==> src/hw/rtl/video_unit_register_and_timing_unit_macros.svh <==
// Assertion macros shared by the register and timing unit.
// Depends on a clock named clock and a synchronous reset named reset in the using module.
`ifndef VIDEO_UNIT_REGISTER_AND_TIMING_UNIT_MACROS_SVH
`define VIDEO_UNIT_REGISTER_AND_TIMING_UNIT_MACROS_SVH

// Same-cycle implication, off during reset.
`define VRT_ASSERT_IMPLIES(name, ante, cons) \
   name: assert property (@(posedge clock) disable iff (reset) (ante) |-> (cons)) \
      else $error("vrt assertion failed: same-cycle implication");

// Next-cycle implication, off during reset.
`define VRT_ASSERT_NEXT(name, ante, cons) \
   name: assert property (@(posedge clock) disable iff (reset) (ante) |=> (cons)) \
      else $error("vrt assertion failed: next-cycle implication");

`endif

==> src/hw/rtl/vrt_pkg.sv <==
// Package of the register and timing unit: constants, codes and beat types.
// No dependencies; imported by every module of the unit.
package vrt_pkg;

   localparam int unsigned VIDEO_DEPTH  = 16384;
   localparam int unsigned VADDR_W      = $clog2(VIDEO_DEPTH);
   localparam int unsigned SPRITE_DEPTH = 256;
   localparam int unsigned SADDR_W      = $clog2(SPRITE_DEPTH);

   localparam int unsigned RSPQ_DEPTH = 3;
   localparam int unsigned RSPQ_PTR_W = $clog2(RSPQ_DEPTH);
   localparam int unsigned RSPQ_CNT_W = $clog2(RSPQ_DEPTH + 1);
   localparam int unsigned OCC_W      = RSPQ_CNT_W + 1;

   localparam logic [15:0] TOP_ADDRESS = 16'h3F1F;
   localparam logic [15:0] STEP_WIDE   = 16'd32;
   localparam logic [15:0] STEP_NARROW = 16'd1;

   localparam logic [8:0] LAST_LINE   = 9'd261;
   localparam logic [8:0] VBLANK_LINE = 9'd241;

   localparam logic [7:0] STATUS_CLR_VBLANK = 8'h7F;
   localparam logic [7:0] STATUS_CLR_HIT    = 8'hBF;
   localparam logic [7:0] STATUS_SET_VBLANK = 8'h80;

   localparam int unsigned CTRL_NMI_BIT      = 7;
   localparam int unsigned CTRL_STEP_BIT     = 2;
   localparam int unsigned STATUS_VBLANK_BIT = 7;

   // Operation codes
   localparam logic [1:0] OP_READ   = 2'd0;
   localparam logic [1:0] OP_WRITE  = 2'd1;
   localparam logic [1:0] OP_TICK   = 2'd2;
   localparam logic [1:0] OP_UNUSED = 2'd3;

   // Register indexes
   localparam logic [2:0] REG_CTRL_ONE    = 3'd0;
   localparam logic [2:0] REG_CTRL_TWO    = 3'd1;
   localparam logic [2:0] REG_STATUS      = 3'd2;
   localparam logic [2:0] REG_SPRITE_ADDR = 3'd3;
   localparam logic [2:0] REG_SPRITE_DATA = 3'd4;
   localparam logic [2:0] REG_SCROLL      = 3'd5;
   localparam logic [2:0] REG_VIDEO_ADDR  = 3'd6;
   localparam logic [2:0] REG_VIDEO_DATA  = 3'd7;

   typedef struct packed {
      logic [1:0] operation;
      logic [2:0] register_index;
      logic [7:0] write_data;
   } req_type;

   typedef struct packed {
      logic [7:0] read_data;
      logic       nmi_pulse;
      logic       address_error;
   } rsp_type;

   typedef struct packed {
      logic               vmem_we;
      logic               vmem_re;
      logic [VADDR_W-1:0] vaddr;
      logic [7:0]         wdata;
      logic               smem_we;
      logic [SADDR_W-1:0] saddr;
   } mem_cmd_type;

   typedef struct packed {
      logic    sel_mem;
      rsp_type rsp;
   } ctrl_res_type;

endpackage

==> src/hw/rtl/vrt_rsp_q.sv <==
// Small result queue that parts the pipeline from the result channel.
// Depends on vrt_pkg.
module vrt_rsp_q
   import vrt_pkg::*;
(
   input  logic                  clock,
   input  logic                  reset,
   input  logic                  push,
   input  rsp_type               push_data,
   output logic                  rsp_valid,
   input  logic                  rsp_stall,
   output rsp_type               rsp_data,
   output logic [RSPQ_CNT_W-1:0] count
);

   rsp_type                 entry_ff [RSPQ_DEPTH];
   logic [RSPQ_PTR_W-1:0]   wr_ptr_ff, wr_ptr_in;
   logic [RSPQ_PTR_W-1:0]   rd_ptr_ff, rd_ptr_in;
   logic [RSPQ_CNT_W-1:0]   count_ff, count_in;
   logic                    pop;

   localparam logic [RSPQ_PTR_W-1:0] LAST_PTR = RSPQ_PTR_W'(RSPQ_DEPTH - 1);

   assign pop = rsp_valid && !rsp_stall;

   always_comb begin
      wr_ptr_in = wr_ptr_ff;
      rd_ptr_in = rd_ptr_ff;
      count_in  = count_ff;
      if (push) begin
         wr_ptr_in = (wr_ptr_ff == LAST_PTR) ? '0 : wr_ptr_ff + 1'b1;
      end
      if (pop) begin
         rd_ptr_in = (rd_ptr_ff == LAST_PTR) ? '0 : rd_ptr_ff + 1'b1;
      end
      if (push && !pop) begin
         count_in = count_ff + 1'b1;
      end else if (pop && !push) begin
         count_in = count_ff - 1'b1;
      end
   end

   always_ff @(posedge clock) begin
      if (reset) begin
         wr_ptr_ff <= '0;
         rd_ptr_ff <= '0;
         count_ff  <= '0;
      end else begin
         wr_ptr_ff <= wr_ptr_in;
         rd_ptr_ff <= rd_ptr_in;
         count_ff  <= count_in;
      end
   end

   always_ff @(posedge clock) begin
      if (push) begin
         entry_ff[wr_ptr_ff] <= push_data;
      end
   end

   assign rsp_valid = (count_ff != '0);
   assign rsp_data  = entry_ff[rd_ptr_ff];
   assign count     = count_ff;

endmodule

==> config.mk <==
export PLATFORM = sky130hd
export DESIGN_NAME = vrt_rsp_q
export DESIGN_NICKNAME = d
export VERILOG_FILES = /design/src/hw/rtl/video_unit_register_and_timing_unit_macros.svh /design/src/hw/rtl/vrt_pkg.sv /design/src/hw/rtl/vrt_rsp_q.sv
export SDC_FILE = /design/constraint.sdc
export NUM_CORES = 1
export LEC_CHECK = 0
export ABC_AREA = 0
export BUFFER_PORTS_ARGS = -buffer_cell sky130_fd_sc_hd__buf_2
export CORE_MARGIN = 1.5
export CORE_UTILIZATION = 31
export CTS_CLUSTER_DIAMETER = 120
export CTS_CLUSTER_SIZE = 8
export DETAILED_ROUTE_END_ITERATION = 12
export GPL_ROUTABILITY_DRIVEN = 0
export SETUP_SLACK_MARGIN = 0.02
export SLEW_MARGIN = 20
export SYNTH_ARGS = -nofsm -noshare
export SYNTH_HDL_FRONTEND = slang
export SYNTH_SLANG_ARGS = --single-unit
==> constraint.sdc <==
create_clock -name clock -period 1.55 [get_ports clock]
set_input_delay 0.2325 -clock clock [delete_from_list [all_inputs] [get_ports clock]]
set_output_delay 0.2325 -clock clock [all_outputs]
set_load 0.01 [all_outputs]
==> impl_metrics.tcl <==
set metrics [dict create \
    cts-root-buf "clkbuf_8" \
    synth_top_family_by_area "multiplexers" \
    synth_simple_gate_area_share_pct 7.52 \
    max_freq_ghz 0.688 \
    period_needed_ns 1.45 \
    fin_crit_sh_pct 93.8 \
    core_sq_mm 0.00438 \
    cp-end-kind "primary output" \
    antenna_found_initial 0 \
    netlist_instances 96 \
    hold_ws_ns 0.150 \
    ys.warnings.count 0 \
    rr_worst_depth 4 \
    h-tree-depth 2 \
    dpl.hpwl_um 1660 \
    synth-edff-count 30 \
    ff_latch_area_sq_mm 0.00106 \
    synthMuxAreaShare_pct 7.87 \
    die_h_um 70.6 \
    crit_type "flip-flop to primary output" \
    clk_latency_ns 0.28 \
    multi_input_area_sq_um 355 \
    crit_arrival_ns 1.22 \
    synth_seq_area_share_pct 75.0 \
    crit_path_start_kind "flip-flop" \
    drt-pass1-iter-count 4 \
    clockBufferDepth 2 \
    remaining_drc_errors 0 \
    peakVddDrop_mv 0.678 \
    initial_core_util_pct 32.3 \
    synth_xor_area_share_pct 1.24 \
    track_usage_pct 10.7 \
    clock_skew_ns 0.00295 \
    hold_viol 0 \
    synth_area_sq_mm 0.00142 \
    synth-async-reset-ratio_pct 0 \
    rows 24 \
    cp_max_fo 10 \
    rsz0062_at_grt "true" \
    vias 843 \
    syn_avg_cell_area_sq_um 14.7 \
    numClockSinks 38 \
    worst_ep_required_time_ns 1.32 \
    slew_viol_final 0 \
    dieWidth_um 70.6 \
    layout-drive-gt1-share_pct 32.3 \
    synth_nets 111 \
    grt_pass1_vias 870 \
    outcome "finished clean" \
    synth_area_leaders "edfxtp_1 64%, dfxtp_1 11%, mux2i_1 7.1%, nand2_1 3.7%, o21ai_1 3.5%" \
    die_area_sq_mm 0.00498 \
    drt_iter0_markers 23 \
    reg2reg_slack_ns 0.1 \
    tightestPinTransition_ns 0.250 \
    place_ws_ns 0.0751 \
    cts_buffers 5 \
    tritoncts "done" \
    grt-ovfl-total 0 \
    grt_pass1_wl_um 3970 \
    power.density_mw_per_mm2 1420 \
    yosysUniqueCellTypes 20 \
    area_growth_pct 23.3 \
    clkTransAtPathRegs_ns 0.07 \
    avgViaCountPerCell 4.56 \
    ant_nets 0 \
    relSlewSlack_pct 83.3 \
    r2r_start "count[1]$_SDFFE_PP0P_" \
    drt_wl_total_um 2460 \
    port_buffers 26 \
    endpoint "rsp_data[4]" \
    hp-class "primary input to flip-flop" \
    cap_violations 0 \
    synth_area_leader_cell "edfxtp_1" \
    ios 27 \
    r2r_end "count[1]$_SDFFE_PP0P_" \
    final.setup.worst_slack_ns 0.0962 \
    synthFlopType "edfxtp_1" \
    setup_tns_ns 0 \
    grt_max_degree 21 \
    antenna_cells 0 \
    routedWlPerCell_um 13.3 \
    ys_seq_elements 38 \
    nets 147 \
    synth_compound_area_share_pct 6.37 \
    p_leak_nw 0.631 \
    synth_top_area_share_pct 63.7 \
    fillers 440 \
    synth_fa_ha_area_share_pct 0.884 \
    holdBufCountCts 0 \
    finalSetupViolations 0 \
]
[worst max-delay path, stage by stage, from the launching register on]
cell	delay, ns
dfxtp_1	0.33
buf_6	0.18
mux2i_1	0.20
o21ai_1	0.09
buf_2	0.15
[kinds of logic (layout without fill, tap and decap cells)]
| kind of cell | after synthesis | count (layout) |
|---|---|---|
| compound gates | 16 | 16 |
| buf+inv | 4 | 41 |
| fa+ha+maj | 1 | 1 |
| flops | 38 | 38 |
| mux | 11 | 11 |
| xor+xnor | 2 | 2 |
| simple gates | 24 | 24 |
[report_power, final]
group | internal (mW) | switching, mW | leakage [nW] | total (mW)
logic | 0.288 | 0.319 | 0.247 | 0.607
registers | 1.19 | 0.0635 | 0.343 | 1.26
clock network | 0.300 | 0.309 | 0.0407 | 0.609
total | 1.78 | 0.692 | 0.631 | 2.47
[repair_timing]
action                                  4_1_cts  5_1_grt
gates resized for setup                       0        3
setup buffers                                 0        1
endpoints found under the setup margin        0       10
[routing by layer]
| layer | wire length, um | vias up | track usage, % |
|---|---|---|---|
| li1 | - | 422 | - |
| met1 | 1030 | 383 | 12.2 |
| met2 | 1210 | 31 | 17.8 |
| met3 | 171 | 7 | 3.70 |
| met4 | 51 | 0 | 5.66 |
| met5 | 0 | - | 0 |
[synthesized netlist by cell type, drive strengths merged (2+ instances only)]
cell type,n
edfxtp,30
nor2,5
mux2i,10
dfxtp,8
a21oi,4
clkbuf,2
xor2,2
or3,2
nand2,14
o21ai,11
[worst min-delay path by stage]
stage | startpoint | to | slack, ns | depth (start not counted)
after floorplan | reset | flip-flop | 0.30 | 1
after global placement | push_data[4] | entry_ff[0][4]$_DFFE_PP_ | 0.43 | 1
after detailed placement | push_data[2] | entry_ff[1][2]$_DFFE_PP_ | 0.44 | 1
after CTS | push_data[2] | entry_ff[1][2]$_DFFE_PP_ | 0.14 | 1
after global routing | push_data[4] | entry_ff[1][4]$_DFFE_PP_ | 0.15 | 1
final | push_data[2] | entry_ff[1][2]$_DFFE_PP_ | 0.15 | 1
[flip-flops by register name (all words and copies together), names as in the netlist, named ones only]
signal	count
wr_ptr_ff	2
count	2
entry_ff	30
rd_ptr_ff	2
[layout by cell type (no fill, tap or decap), drive strengths merged, types with 2 or more instances in the layout]
cell type / netlist / layout
nand2: 14 / 14
dfxtp: 8 / 8
or3: 2 / 2
xor2: 2 / 2
buf: 1 / 32
edfxtp: 30 / 30
clkbuf: 2 / 5
clkinv: 0 / 3
mux2i: 10 / 10
o21ai: 11 / 11
a21oi: 4 / 4
nor2: 5 / 5
[per-stage QoR]
step | cell area, sq um | utilization [%] | total power [mW] | cells
6_report | 1750 | 39.8 | 2.47 | 185
4_1_cts | 1720 | 39.2 | 2.46 | 184
3_5_place_dp | 1640 | 37.4 | 1.85 | 176
3_3_place_gp | 1640 | 37.4 | 1.81 | 176
2_1_floorplan | 1420 | - | 1.62 | 96
5_1_grt | 1750 | 39.8 | 2.61 | 185
[area by class of cell]
cell class | instances | share of cell area, %
clock buffer | 5 | 3.94
clock inverter | 3 | 0.645
multi-input combinational | 54 | 20.4
sequential | 38 | 60.9
inverter | 1 | 0.215
timing repair buffer | 32 | 10.3
tap | 52 | 3.73
Note: power is estimated with default switching activity, not from simulation.
