==> src/hw/rtl/video_unit_register_and_timing_unit_macros.svh <==
// Assertion macros shared by the register and timing unit.
// Depends on a clock named clock and a synchronous reset named reset in the using module.
`ifndef VIDEO_UNIT_REGISTER_AND_TIMING_UNIT_MACROS_SVH
`define VIDEO_UNIT_REGISTER_AND_TIMING_UNIT_MACROS_SVH

// Same-cycle implication, off during reset.
`define VRT_ASSERT_IMPLIES(name, ante, cons) \
   name: assert property (@(posedge clock) disable iff (reset) (ante) |-> (cons)) \
      else $error("vrt assertion failed: same-cycle implication");

// Next-cycle implication, off during reset.
`define VRT_ASSERT_NEXT(name, ante, cons) \
   name: assert property (@(posedge clock) disable iff (reset) (ante) |=> (cons)) \
      else $error("vrt assertion failed: next-cycle implication");

`endif

==> src/hw/rtl/vrt_pkg.sv <==
// Package of the register and timing unit: constants, codes and beat types.
// No dependencies; imported by every module of the unit.
package vrt_pkg;

   localparam int unsigned VIDEO_DEPTH  = 16384;
   localparam int unsigned VADDR_W      = $clog2(VIDEO_DEPTH);
   localparam int unsigned SPRITE_DEPTH = 256;
   localparam int unsigned SADDR_W      = $clog2(SPRITE_DEPTH);

   localparam int unsigned RSPQ_DEPTH = 3;
   localparam int unsigned RSPQ_PTR_W = $clog2(RSPQ_DEPTH);
   localparam int unsigned RSPQ_CNT_W = $clog2(RSPQ_DEPTH + 1);
   localparam int unsigned OCC_W      = RSPQ_CNT_W + 1;

   localparam logic [15:0] TOP_ADDRESS = 16'h3F1F;
   localparam logic [15:0] STEP_WIDE   = 16'd32;
   localparam logic [15:0] STEP_NARROW = 16'd1;

   localparam logic [8:0] LAST_LINE   = 9'd261;
   localparam logic [8:0] VBLANK_LINE = 9'd241;

   localparam logic [7:0] STATUS_CLR_VBLANK = 8'h7F;
   localparam logic [7:0] STATUS_CLR_HIT    = 8'hBF;
   localparam logic [7:0] STATUS_SET_VBLANK = 8'h80;

   localparam int unsigned CTRL_NMI_BIT      = 7;
   localparam int unsigned CTRL_STEP_BIT     = 2;
   localparam int unsigned STATUS_VBLANK_BIT = 7;

   // Operation codes
   localparam logic [1:0] OP_READ   = 2'd0;
   localparam logic [1:0] OP_WRITE  = 2'd1;
   localparam logic [1:0] OP_TICK   = 2'd2;
   localparam logic [1:0] OP_UNUSED = 2'd3;

   // Register indexes
   localparam logic [2:0] REG_CTRL_ONE    = 3'd0;
   localparam logic [2:0] REG_CTRL_TWO    = 3'd1;
   localparam logic [2:0] REG_STATUS      = 3'd2;
   localparam logic [2:0] REG_SPRITE_ADDR = 3'd3;
   localparam logic [2:0] REG_SPRITE_DATA = 3'd4;
   localparam logic [2:0] REG_SCROLL      = 3'd5;
   localparam logic [2:0] REG_VIDEO_ADDR  = 3'd6;
   localparam logic [2:0] REG_VIDEO_DATA  = 3'd7;

   typedef struct packed {
      logic [1:0] operation;
      logic [2:0] register_index;
      logic [7:0] write_data;
   } req_type;

   typedef struct packed {
      logic [7:0] read_data;
      logic       nmi_pulse;
      logic       address_error;
   } rsp_type;

   typedef struct packed {
      logic               vmem_we;
      logic               vmem_re;
      logic [VADDR_W-1:0] vaddr;
      logic [7:0]         wdata;
      logic               smem_we;
      logic [SADDR_W-1:0] saddr;
   } mem_cmd_type;

   typedef struct packed {
      logic    sel_mem;
      rsp_type rsp;
   } ctrl_res_type;

endpackage

==> src/hw/rtl/vrt_ctrl.sv <==
// Register file and line timing of the unit; issues memory commands for accepted beats that access memory.
// Depends on vrt_pkg and the unit's assertion macros.
`include "video_unit_register_and_timing_unit_macros.svh"

module vrt_ctrl
   import vrt_pkg::*;
(
   input  logic         clock,
   input  logic         reset,
   input  logic         accept,
   input  req_type      req,
   output mem_cmd_type  mem_cmd,
   output ctrl_res_type res
);

   logic [7:0]  ctrl_one_ff, ctrl_one_in;
   logic [7:0]  ctrl_two_ff, ctrl_two_in;
   logic [7:0]  status_ff, status_in;
   logic [7:0]  sprite_addr_ff, sprite_addr_in;
   logic [15:0] video_address_ff, video_address_in;
   logic        toggle_ff, toggle_in;
   logic [8:0]  line_ff, line_in;

   always_comb begin
      ctrl_one_in      = ctrl_one_ff;
      ctrl_two_in      = ctrl_two_ff;
      status_in        = status_ff;
      sprite_addr_in   = sprite_addr_ff;
      video_address_in = video_address_ff;
      toggle_in        = toggle_ff;
      line_in          = line_ff;
      mem_cmd          = '0;
      mem_cmd.vaddr    = video_address_ff[VADDR_W-1:0];
      mem_cmd.wdata    = req.write_data;
      mem_cmd.saddr    = sprite_addr_ff[SADDR_W-1:0];
      res              = '0;
      if (accept) begin
         unique case (req.operation)
            OP_READ: begin
               if (req.register_index == REG_STATUS) begin
                  res.rsp.read_data = status_ff;
                  status_in         = status_ff & STATUS_CLR_VBLANK;
               end else if (req.register_index == REG_VIDEO_DATA) begin
                  mem_cmd.vmem_re = 1'b1;
                  res.sel_mem     = 1'b1;
               end
            end
            OP_WRITE: begin
               unique case (req.register_index)
                  REG_CTRL_ONE:    ctrl_one_in    = req.write_data;
                  REG_CTRL_TWO:    ctrl_two_in    = req.write_data;
                  REG_SPRITE_ADDR: sprite_addr_in = req.write_data;
                  REG_SPRITE_DATA: mem_cmd.smem_we = 1'b1;
                  REG_VIDEO_ADDR: begin
                     if (!toggle_ff) begin
                        video_address_in = {req.write_data, 8'h00};
                     end else begin
                        video_address_in = video_address_ff | {8'h00, req.write_data};
                     end
                     toggle_in = ~toggle_ff;
                  end
                  REG_VIDEO_DATA: begin
                     if (video_address_ff > TOP_ADDRESS) begin
                        // drop the write and flag it; the address holds
                        res.rsp.address_error = 1'b1;
                     end else begin
                        mem_cmd.vmem_we  = 1'b1;
                        video_address_in = video_address_ff +
                           (ctrl_one_ff[CTRL_STEP_BIT] ? STEP_WIDE : STEP_NARROW);
                     end
                  end
                  default: ;  // status and scroll writes change nothing
               endcase
            end
            OP_TICK: begin
               if (line_ff == LAST_LINE) begin
                  status_in = status_ff & STATUS_CLR_VBLANK;
                  line_in   = '0;
               end else begin
                  if (line_ff == VBLANK_LINE) begin
                     res.rsp.nmi_pulse = ctrl_one_ff[CTRL_NMI_BIT];
                     status_in = (status_ff | STATUS_SET_VBLANK) & STATUS_CLR_HIT;
                  end
                  line_in = line_ff + 9'd1;
               end
            end
            default: ;  // unused operation code
         endcase
      end
   end

   always_ff @(posedge clock) begin
      if (reset) begin
         ctrl_one_ff      <= '0;
         ctrl_two_ff      <= '0;
         status_ff        <= '0;
         sprite_addr_ff   <= '0;
         video_address_ff <= '0;
         toggle_ff        <= 1'b0;
         line_ff          <= LAST_LINE;
      end else begin
         ctrl_one_ff      <= ctrl_one_in;
         ctrl_two_ff      <= ctrl_two_in;
         status_ff        <= status_in;
         sprite_addr_ff   <= sprite_addr_in;
         video_address_ff <= video_address_in;
         toggle_ff        <= toggle_in;
         line_ff          <= line_in;
      end
   end

   `VRT_ASSERT_IMPLIES(a_vmem_write_in_range, mem_cmd.vmem_we, video_address_ff <= TOP_ADDRESS)
   `VRT_ASSERT_IMPLIES(a_vmem_one_access, 1'b1, !(mem_cmd.vmem_we && mem_cmd.vmem_re))
   `VRT_ASSERT_IMPLIES(a_vblank_rise, $rose(status_ff[STATUS_VBLANK_BIT]), $past(line_ff) == VBLANK_LINE)
   `VRT_ASSERT_IMPLIES(a_nmi_on_tick, res.rsp.nmi_pulse, accept && line_ff == VBLANK_LINE)

endmodule

==> config.mk <==
export PLATFORM = sky130hd
export DESIGN_NAME = vrt_ctrl
export DESIGN_NICKNAME = d
export VERILOG_FILES = /design/src/hw/rtl/vrt_pkg.sv /design/src/hw/rtl/vrt_ctrl.sv
export VERILOG_INCLUDE_DIRS = /design/src /design/src/hw/rtl
export SDC_FILE = /design/constraint.sdc
export NUM_CORES = 1
export LEC_CHECK = 0
export BUFFER_PORTS_ARGS = -buffer_cell sky130_fd_sc_hd__buf_2
export CORE_UTILIZATION = 30
export DETAILED_ROUTE_END_ITERATION = 6
export PLACE_DENSITY_LB_ADDON = 0.08
export SYNTH_ARGS = -nofsm -noshare
export SYNTH_HDL_FRONTEND = slang
export SYNTH_SLANG_ARGS = --single-unit
==> constraint.sdc <==
create_clock -name clock -period 1.6 [get_ports clock]
set_input_delay 0 -clock clock [delete_from_list [all_inputs] [get_ports clock]]
set_output_delay 0 -clock clock [all_outputs]
set_load 0.01 [all_outputs]
==> results by group <==
Run status
  • Outcome: finished, violations left
  • Failing checks: setup timing

Global routing
  • Vias in the first global route: 2,046
  • Pin count of the biggest net entering global routing: 19
  • Initial antenna violation count: 0
  • Total track usage: 17.12%
  • GRT overflow: 0
  • Global-route wire length before repair: 10,330 µm

Die
  • Die ar.: 0.008041 mm²
  • Initial Utilization: 31.46%
  • Die width: between 80 and 90 µm
  • Row count: 31
  • Die outline height: 89.67 µm
  • # IOs: 60
  • Core area: 0.007331 mm²

Final layout
  • Multi-input gate area: 0.001515 mm²
  • FF/Latch Area: 757.0 µm²
  • # fillers: 756
  • Final standard cell count with taps included and fillers excluded: 456
  • Most frequent cells in the layout: buf_2 (51), buf_4 (45), dfxtp_1 (28)
  • Most common cell after layout, fill and taps aside: buf_2
  • Util after Layout: 44.34%
  • Layout cell share with drive strength beyond 1: 48.46%
  • Final net count: 377
  • Antenna cells: 0
  • Post-route cell area: about 0.0033 mm²
  • Syn-to-layout area delta: 40.97%

Synthesis
  • Simple-Gate Fraction of Synth Area: 24.09%
  • Top cells by area, synth: dfxtp_1 (32%), buf_4 (10%), mux2i_1 (4.8%), nor2_1 (4.7%), nand2_1 (3.6%)
  • Post-synthesis mux area share: between 4 and 5%
  • Unique masters post-synth: 56
  • FF+latch count, synth: 37
  • Syn Inst Count: 279
  • Post-synth top area cell: dfxtp_1
  • Largest family of logic cells by synthesized area: simple AND/OR/NAND/NOR gates
  • Xor/xnor share of the synthesized area: 2.659%
  • Yosys top cell area share: about a third
  • Sequential cell area fraction in the yosys report: 32.12%
  • Syn_area_per_cell: 8.265 µm²
  • Yosys warning count: 0
  • Post-synth EDFFs: 0
  • Adder-cell area share of the yosys netlist: roughly 2.7%
  • Mapped Area: 0.002306 mm²
  • Synth Area in Compound Gates: 18.67%
  • Async SR Flop Fraction: 0%
  • Top FF cell, synth: dfxtp_1

Worst setup path
  • WP data required: 1.78 ns
  • Crit path launch type: flop
  • Crit Path Max Fanout: 6
  • Nature of the critical path endpoint: flop
  • CP Class: reg -> reg
  • Worst Path Arrival: a little under 2 ns

Power
  • Net Switching: 533.9 µW
  • Clock power frac: a little under two fifths
  • Pwr per Cell Area: 606.6 mW/mm²
  • Maximum vdd drop: 0.0003085 V
  • Register share of total power: between 40 and 50%
  • Gate power share: 14.3%
  • Switch share: between 20% and 30%
  • Lkg Pwr: 0.001349 µW
  • P_int: 1438 µW

Clock tree
  • CTS tree: done
  • Clock Latency Late Sink: 0.30 ns
  • Worst-path clk slew: 0.08 ns
  • TritonCTS Sinks: 37
  • Clock root cell: clkbuf_8
  • H-tree levels: 2
  • Maximum clock path buffer count: 2
  • Clock buffer count from CTS: 5

Timing
  • Slew Limit Fails: 0
  • Clock Skews: 0.01415 ns
  • Worst hold margin: 0.01069 ns
  • Final-report setup violation count: 18
  • Unrepaired setup endpoints after global routing: yes
  • Final WS setup: -0.1931 ns
  • Final period util: 112.1%
  • Final hold violation count: 0
  • Fmax: 0.5577 GHz
  • Fin crit period: 1.793 ns
  • Fin Setup TNS: -1.849 ns

Placed design
  • Placed cells: 441
  • DP Wirelength: ~4800 µm
  • Buffers added on ports: 52
  • Post-DP Area: 0.002795 mm²
  • Gp weighted congestion: roughly 0.78

Detailed routing
  • DR WL met3: 241 µm
  • Top routing layer in use: met4
  • DRC viols: 0
  • Via count: 2,244
  • Vias/cell: about 4.9
  • Met2 wire length: approximately 3000 µm
  • DRT iter0 DRCs: 78
  • Post-DRT Antenna Nets: 0
  • Routed WL per cell: ~15 µm
  • M1 WL: 3374 µm
  • Final WL: roughly 6600 µm
  • Drt pass-1 iters: 4

Worst hold path
  • HP Class: in -> reg

Flow run
  • Maxcap violations: 0
[sequential cells by signal, summed over array words and instances (netlist names)]
| signal | count |
|---|---|
| sprite_addr_ff | 8 |
| video_address_ff | 16 |
| line_ff | 9 |
| status_ff | 1 |
| toggle_ff | 1 |
| ctrl_one_ff | 2 |
[path summary, 6_finish.rpt]
| check | from | to | slack (ns) | cells past startpoint |
|---|---|---|---|---|
| worst max-delay path | line_ff[4] | line_ff[1] | -0.19 | 4 |
| worst min register to register | sprite_addr_ff[2] | sprite_addr_ff[2] | 0.49 | 2 |
| worst min-delay path | req[6] | video_address_ff[14] | 0.01 | 3 |
| worst max register to register | line_ff[4] | line_ff[1] | -0.19 | 4 |
[through the flow]
step	total power [µW]	setup WS, ns
floorplan	1133	-0.1099
global placement	1216	-0.2144
detailed placement	1214	-0.1932
CTS	1971	-0.2084
global route	2049	-0.2495
finish	1972	-0.1931
[what timing repair did]
item / in CTS / in global routing
pin swaps: 19 / 22
gates resized for setup: 35 / 35
hold endpoints to repair: 1 / 0
endpoints found under the setup margin: 26 / 29
hold buffers: 1 / 0
buffers inserted: 3 / 3
[synth_stat cells, types with 2 or more instances]
cell	n
dfxtp_1	37
buf_4	31
nor2_1	29
nand2_1	22
o21ai_0	14
a21oi_1	12
mux2i_1	11
inv_1	10
nand3_1	10
clkbuf_1	8
nor3_1	7
a211oi_1	6
ha_1	5
nand4_1	5
xor2_1	5
a31oi_1	4
or3_1	4
a221oi_1	3
a311oi_1	3
and3_1	3
nor4_1	3
o21a_1	3
o31ai_1	3
and2_1	2
and4_1	2
buf_6	2
nand2b_1	2
nand3b_1	2
o211a_1	2
or2_2	2
xnor2_1	2
[critical path: stages, from the launching register on]
cell and delay, ns:
dfxtp_2 0.32, or4b_4 0.52, or4b_4 0.54, o21ai_4 0.22
a211oi_1 0.08
[power by group through the flow]
stage	Clock (µW)	Combinational, µW	Sequential, µW
after floorplan	0	165	968
after global placement	0	252	964
after detailed placement	0	250	964
after CTS	767	262	942
after global routing	796	310	943
final	748	282	941
[layout make-up]
class / count / area share [%]
clock buffers: 7 / 2.964
clock inverters: 1 / 0.1540
inverters: 10 / 1.155
multi-input cells: 195 / 46.61
flip-flops and latches: 37 / 23.29
well taps: 99 / 3.811
repair buffers: 107 / 22.02
[per-layer routing]
metal,vias to the layer above,GRT usage [%]
met4,0,4.762
met1,1061,23.68
met2,54,27.48
met3,5,2.834
met5,-,0
li1,1124,-
[cells by family (layout without fill, tap and decap cells)]
group / after synthesis / in the layout
other: 1 / 7
muxes: 11 / 11
DFF: 37 / 37
xor gates and xnor gates: 7 / 7
AOI/OAI and AO/OA: 61 / 61
buffers and inverters: 53 / 125
adders and majority gates: 5 / 5
and+or+nand+nor: 104 / 104
Power figures use the tool's default switching activity.
